<file path="src/rtl/core/q2e_pkg.sv">
`timescale 1ns / 1ps

package q2e_pkg;

  // Width of the sine and cosine terms in Q.28 (2 * (a*b + c*d) of Q2.14 values).
  localparam int CW = 34;
  // Width of the CORDIC vector components, with headroom for gain and pre-rotation.
  localparam int VW = 38;
  // Width of a Q.30 angle inside the CORDIC.
  localparam int ZW = 34;
  // Square root: the radicand is at most 2^56, the root at most 2^28.
  localparam int RW = 57;
  localparam int SQW = 58;
  localparam int SQ_TOP = 56;
  localparam int SQ_STEPS = 29;
  localparam int ROOT_W = 29;

  localparam longint PI_Q30 = 64'sd3373259426;
  localparam longint HALF_PI_Q30 = 64'sd1686629713;

  // Terms that travel beside the square root.
  typedef struct packed {
    logic signed [CW-1:0] sr;
    logic signed [CW-1:0] cr;
    logic signed [CW-1:0] sy;
    logic signed [CW-1:0] cy;
    logic signed [CW-1:0] sp;
    logic                 clamp;
  } q2e_term_t;

  // Arctangent table: atan(2^-i) * 2^30, truncated.
  function automatic logic [31:0] atan_q30(input int unsigned i);
    case (i)
      0: return 32'd843314856;
      1: return 32'd497837829;
      2: return 32'd263043836;
      3: return 32'd133525158;
      4: return 32'd67021686;
      5: return 32'd33543515;
      6: return 32'd16775850;
      7: return 32'd8388437;
      8: return 32'd4194282;
      9: return 32'd2097149;
      10: return 32'd1048575;
      11: return 32'd524287;
      12: return 32'd262143;
      13: return 32'd131071;
      14: return 32'd65535;
      15: return 32'd32767;
      16: return 32'd16383;
      17: return 32'd8191;
      18: return 32'd4095;
      19: return 32'd2047;
      20: return 32'd1023;
      21: return 32'd511;
      22: return 32'd255;
      23: return 32'd127;
      24: return 32'd63;
      25: return 32'd31;
      26: return 32'd15;
      27: return 32'd7;
      28: return 32'd3;
      29: return 32'd1;
      default: return 32'd0;
    endcase
  endfunction

endpackage

</file>
<file path="src/rtl/core/q2e_isqrt.sv">
`timescale 1ns / 1ps

// Pipelined floor square root, one result bit per stage, with a side word carried along.
module q2e_isqrt import q2e_pkg::*; #(
  parameter int PW = 1
) (
  input  logic              clk_i,
  input  logic              rst_ni,
  input  logic              valid_i,
  input  logic [RW-1:0]     rad_i,
  input  logic [PW-1:0]     pay_i,
  output logic              valid_o,
  output logic [ROOT_W-1:0] root_o,
  output logic [PW-1:0]     pay_o
);

  logic [SQW-1:0] v_q [0:SQ_STEPS];
  logic [SQW-1:0] r_q [0:SQ_STEPS];
  logic [PW-1:0]  p_q [0:SQ_STEPS];
  logic           vld_q [0:SQ_STEPS];

  // Stage zero simply registers the radicand.
  always_ff @(posedge clk_i or negedge rst_ni) begin
    if (!rst_ni) begin
      vld_q[0] <= 1'b0;
    end else begin
      vld_q[0] <= valid_i;
    end
  end

  always_ff @(posedge clk_i) begin
    v_q[0] <= SQW'(rad_i);
    r_q[0] <= '0;
    p_q[0] <= pay_i;
  end

  // Each stage tries one bit of the root.
  for (genvar j = 0; j < SQ_STEPS; j++) begin : g_step
    localparam logic [SQW-1:0] BIT = SQW'(1) << (SQ_TOP - 2 * j);
    logic [SQW-1:0] trial;
    assign trial = r_q[j] + BIT;

    always_ff @(posedge clk_i or negedge rst_ni) begin
      if (!rst_ni) begin
        vld_q[j+1] <= 1'b0;
      end else begin
        vld_q[j+1] <= vld_q[j];
      end
    end

    always_ff @(posedge clk_i) begin
      p_q[j+1] <= p_q[j];
      if (v_q[j] >= trial) begin
        v_q[j+1] <= v_q[j] - trial;
        r_q[j+1] <= (r_q[j] >> 1) + BIT;
      end else begin
        v_q[j+1] <= v_q[j];
        r_q[j+1] <= r_q[j] >> 1;
      end
    end
  end

  assign valid_o = vld_q[SQ_STEPS];
  assign root_o  = r_q[SQ_STEPS][ROOT_W-1:0];
  assign pay_o   = p_q[SQ_STEPS];

endmodule

</file>
<file path="config.mk">
export PLATFORM = sky130hd
export DESIGN_NAME = q2e_isqrt
export DESIGN_NICKNAME = d
export VERILOG_FILES = /design/src/rtl/core/q2e_pkg.sv /design/src/rtl/core/q2e_isqrt.sv
export SDC_FILE = /design/constraint.sdc
export NUM_CORES = 2
export LEC_CHECK = 0
export ABC_AREA = 1
export BUFFER_PORTS_ARGS = -buffer_cell sky130_fd_sc_hd__buf_2
export CORE_MARGIN = 2
export CORE_UTILIZATION = 30
export CTS_CLUSTER_SIZE = 10
export DETAILED_ROUTE_END_ITERATION = 16
export HOLD_SLACK_MARGIN = 0.08
export PLACE_DENSITY = 0.52
export SLEW_MARGIN = 0
export SYNTH_ARGS = -nofsm -noshare
export SYNTH_HDL_FRONTEND = slang
export SYNTH_SLANG_ARGS = --single-unit
</file>
<file path="constraint.sdc">
create_clock -name clk_i -period 2.25 [get_ports clk_i]
set_input_delay 0.3375 -clock clk_i [delete_from_list [all_inputs] [get_ports clk_i]]
set_output_delay 0.3375 -clock clk_i [all_outputs]
set_load 0.005 [all_outputs]
</file>
==> run_results.csv <==
group,metric,value,unit
route,drt-initial-drc-count,6331,
worst_setup_path,critPathCaptureType,"register",
timing,timing.final.crit_share,98.02,%
timing,fmax,0.4534,GHz
yosys,synth_flop_cell,"dfxtp_1",
floorplanning,core_area,334200,um2
status,status,"finished, final reports clean",
route,drc,0,
worst_setup_path,start_kind,"register",
clocking,cts_buffers,277,
yosys,synth-seq-cells,2176,
timing,setup_slack,0.04448,ns
timing,rsz0062_at_grt,"yes",
yosys,yosysWarnings,0,
power_and_ir_drop,powerDensity,1164,nW/um2
route,wl_per_cell,17.84,um
min_path,hold_path.class,"input pin to register",
global_route,antenna_found_initial,8,
route,ant_nets,0,
yosys,synth.area.top_cells,"dfxtp_1, nand2_1, inv_1, nor2_1, ha_1",
clocking,clk_latency,0.92,ns
clocking,cts_tree,"built",
timing,finalHoldViolations,0,
layout,utilization,40.81,%
yosys,synth_cells,14540,
power_and_ir_drop,p_total,158.7,mW
run,cap_violations,0,
yosys,async_flop_share,1.379,%
global_route,grt_pass1_wl,554000,um
layout,fin_nets,17210,
global_route,grt_max_degree,31,
route,dr.pass1.iters,7,
route,routed-via-count,95650,
yosys,synth_top_area_share,42.57,%
clocking,clock_sinks,2176,
global_route,grt_usage,21.34,%
clocking,cts-root-buf,"clkbuf_16",
place,post-place-ws,-0.5083,ns
yosys,synth.distinct_cells,62,
clocking,htree_num_levels,5,
yosys,yosys.area.top_type,"dfxtp_1",
floorplanning,pin_count,92,
timing,setup_viol,0,
yosys,yosys.cell_count.top_type,"nand2_1",
route,viasPerCell,4.512,
timing,finClkSkew,0.07146,ns
global_route,grt-ovfl-total,0,
timing,tightest_slew,0.5800,ns
route,finalWirelength,378300,um
worst_setup_path,ff2ff_path_depth,14,
power_and_ir_drop,p_leak,68.36,nW
layout,instances_no_fill,21200,
floorplanning,die_h,584.0,um
min_path,whs_path_depth,2,
timing,slew_viol_final,0,
worst_setup_path,path_max_fanout,6,
yosys,synthTopCellsByCount,"nand2_1, inv_1, dfxtp_1, nor2_1, nand3_1",
timing,relSlewSlack,60.98,%
min_path,hold_path_startpoint,"rad_i[33]",
worst_setup_path,criticalPathCategory,"register to register",
floorplanning,die_area,341000,um2
global_route,grt_pass1_vias,93050,
clocking,cts.clk_slew.worst_paths,0.06,ns
timing,whs,0.1439,ns
worst_setup_path,crit_arrival,3.01,ns
worst_setup_path,cp_data_required_time,3.05,ns
yosys,yosysSeqAreaShare,43.32,%
clocking,clockBufferDepth,4,
place,dp.cells,20590,
worst_setup_path,rr_endpoint,"v_q[13][99]",
floorplanning,die_w,584.0,um
worst_setup_path,rr_startpoint,"v_q[13][24]",
yosys,synth.avg_cell_area,6.938,um2
worst_setup_path,r2r_slack,0.04,ns
place,hpwl,310700,um
place,gp_routability_congestion,0.9744,
yosys,synth_edf_count,0,
layout,syn_to_final_growth,35.15,%
yosys,synthesis.area,100900,um2
floorplanning,start_util,30.19,%
floorplanning,rows,212,
layout,drive_above_1_share,21.18,%
timing,finalCriticalPeriod,2.206,ns
power_and_ir_drop,ir_drop,0.8195,mV
place,port_buffers,91,
min_path,whs_endpoint,"v_q[0][33]",
==> critical path, stage by stage, from the launching register on <==
cell and delay, ns:
dfxtp_1 0.38, ha_4 0.31, nand2_4 0.07, nor2_4 0.12, inv_2 0.05, nor2_4 0.11
nand2_2 0.09, nor2_2 0.12, nand2_2 0.13, nand3_4 0.12, a21oi_4 0.04, buf_12 0.16
buf_12 0.15, buf_4 0.14, a21oi_2 0.11
==> per-stage QoR <==
step | cell area, um2 | TNS, ns
CTS | 130900 | -0.5044
global route | 136400 | -1.553
finish | 136400 | 0
floorplan | 100900 | 0
global placement | 119500 | -62.86
detailed placement | 119500 | -62.96
==> report_power, final <==
group	total, mW	switching, mW	internal [mW]
clock network	41.2	17.0	24.2
registers	56.9	9.78	47.1
logic	60.6	35.2	25.4
==> what timing repair did <==
| item | 4_1_cts | 5_1_grt |
|---|---|---|
| endpoints found under the setup margin | 520 | 714 |
| pin swaps | 38 | 171 |
| resized for setup | 397 | 1118 |
| buffers inserted | 23 | 48 |
| gates cloned | 11 | 22 |
| endpoints found under the hold margin | 89 | 0 |
| hold buffers | 112 | 0 |
==> cell type report <==
type,count,area (um2)
fillers,34620,197800
well taps,4387,5489
repair buffers,1974,16350
inverters,2449,9261
clock inverters,54,749.5
clock buffers,342,7543
multi-input cells,9808,52940
flip-flops and latches,2176,44010
diodes,7,17.52
repair inverters,3,25.02
==> cell usage in the layout, fill, tap and decap left out, drive strengths merged, types with 5 or more instances in the layout <==
master	n
xor2	222
dlygate4sd3	111
nor2	1658
nand3b	107
nand3	779
dfrtp	30
o21a	6
clkinv	34
nand4	268
a21boi	9
or2	16
xnor2	176
o21bai	10
clkbuf	360
a21oi	546
buf	1844
dfxtp	2146
diode	7
o21ai	347
nor3	148
bufinv	5
clkinvlp	9
ha	460
and2	23
inv	2458
nor3b	12
a21o	16
nor4	104
nand2	4872
o211ai	8
==> sequential cells by signal (all words and copies together) (netlist names) <==
register / cells
v_q: 1681
valid_o: 1
r_q: 435
vld_q: 29
p_q: 30
==> how the worst max path moves through the flow <==
stage | from | end | slack, ns
detailed placement | v_q[9][71] | v_q[10][19] | -0.51
finish | v_q[13][24] | v_q[13][99] | 0.04
floorplan | r_q[0][395] | v_q[3][108] | 0.26
CTS | r_q[2][147] | v_q[9][114] | -0.03
global placement | v_q[9][71] | v_q[10][19] | -0.50
global route | r_q[2][97] | v_q[9][34] | -0.05
==> layer usage <==
metal	vias up	GRT usage, %	part of all wire, %
met4	0	11.04	6.0
li1	49130	-	-
met2	2304	38.44	49
met1	43470	24.93	41
met5	-	0	0
met3	745	2.144	4.2
==> cell families (layout without fill, tap and decap cells) <==
logic type / count (synthesis) / in the layout / synth area share [%]
other: 1 / 9 / 0.003716
AND/OR/NAND/NOR: 7994 / 7994 / 32.60
XOR/XNOR: 398 / 398 / 3.454
AO/OA/AOI/OAI: 954 / 954 / 5.085
adder cells (fa/ha/maj): 460 / 460 / 5.704
buffers and inverters: 2561 / 4822 / 9.834
flip-flops: 2176 / 2176 / 43.32
Power figures use the tool's default switching activity.
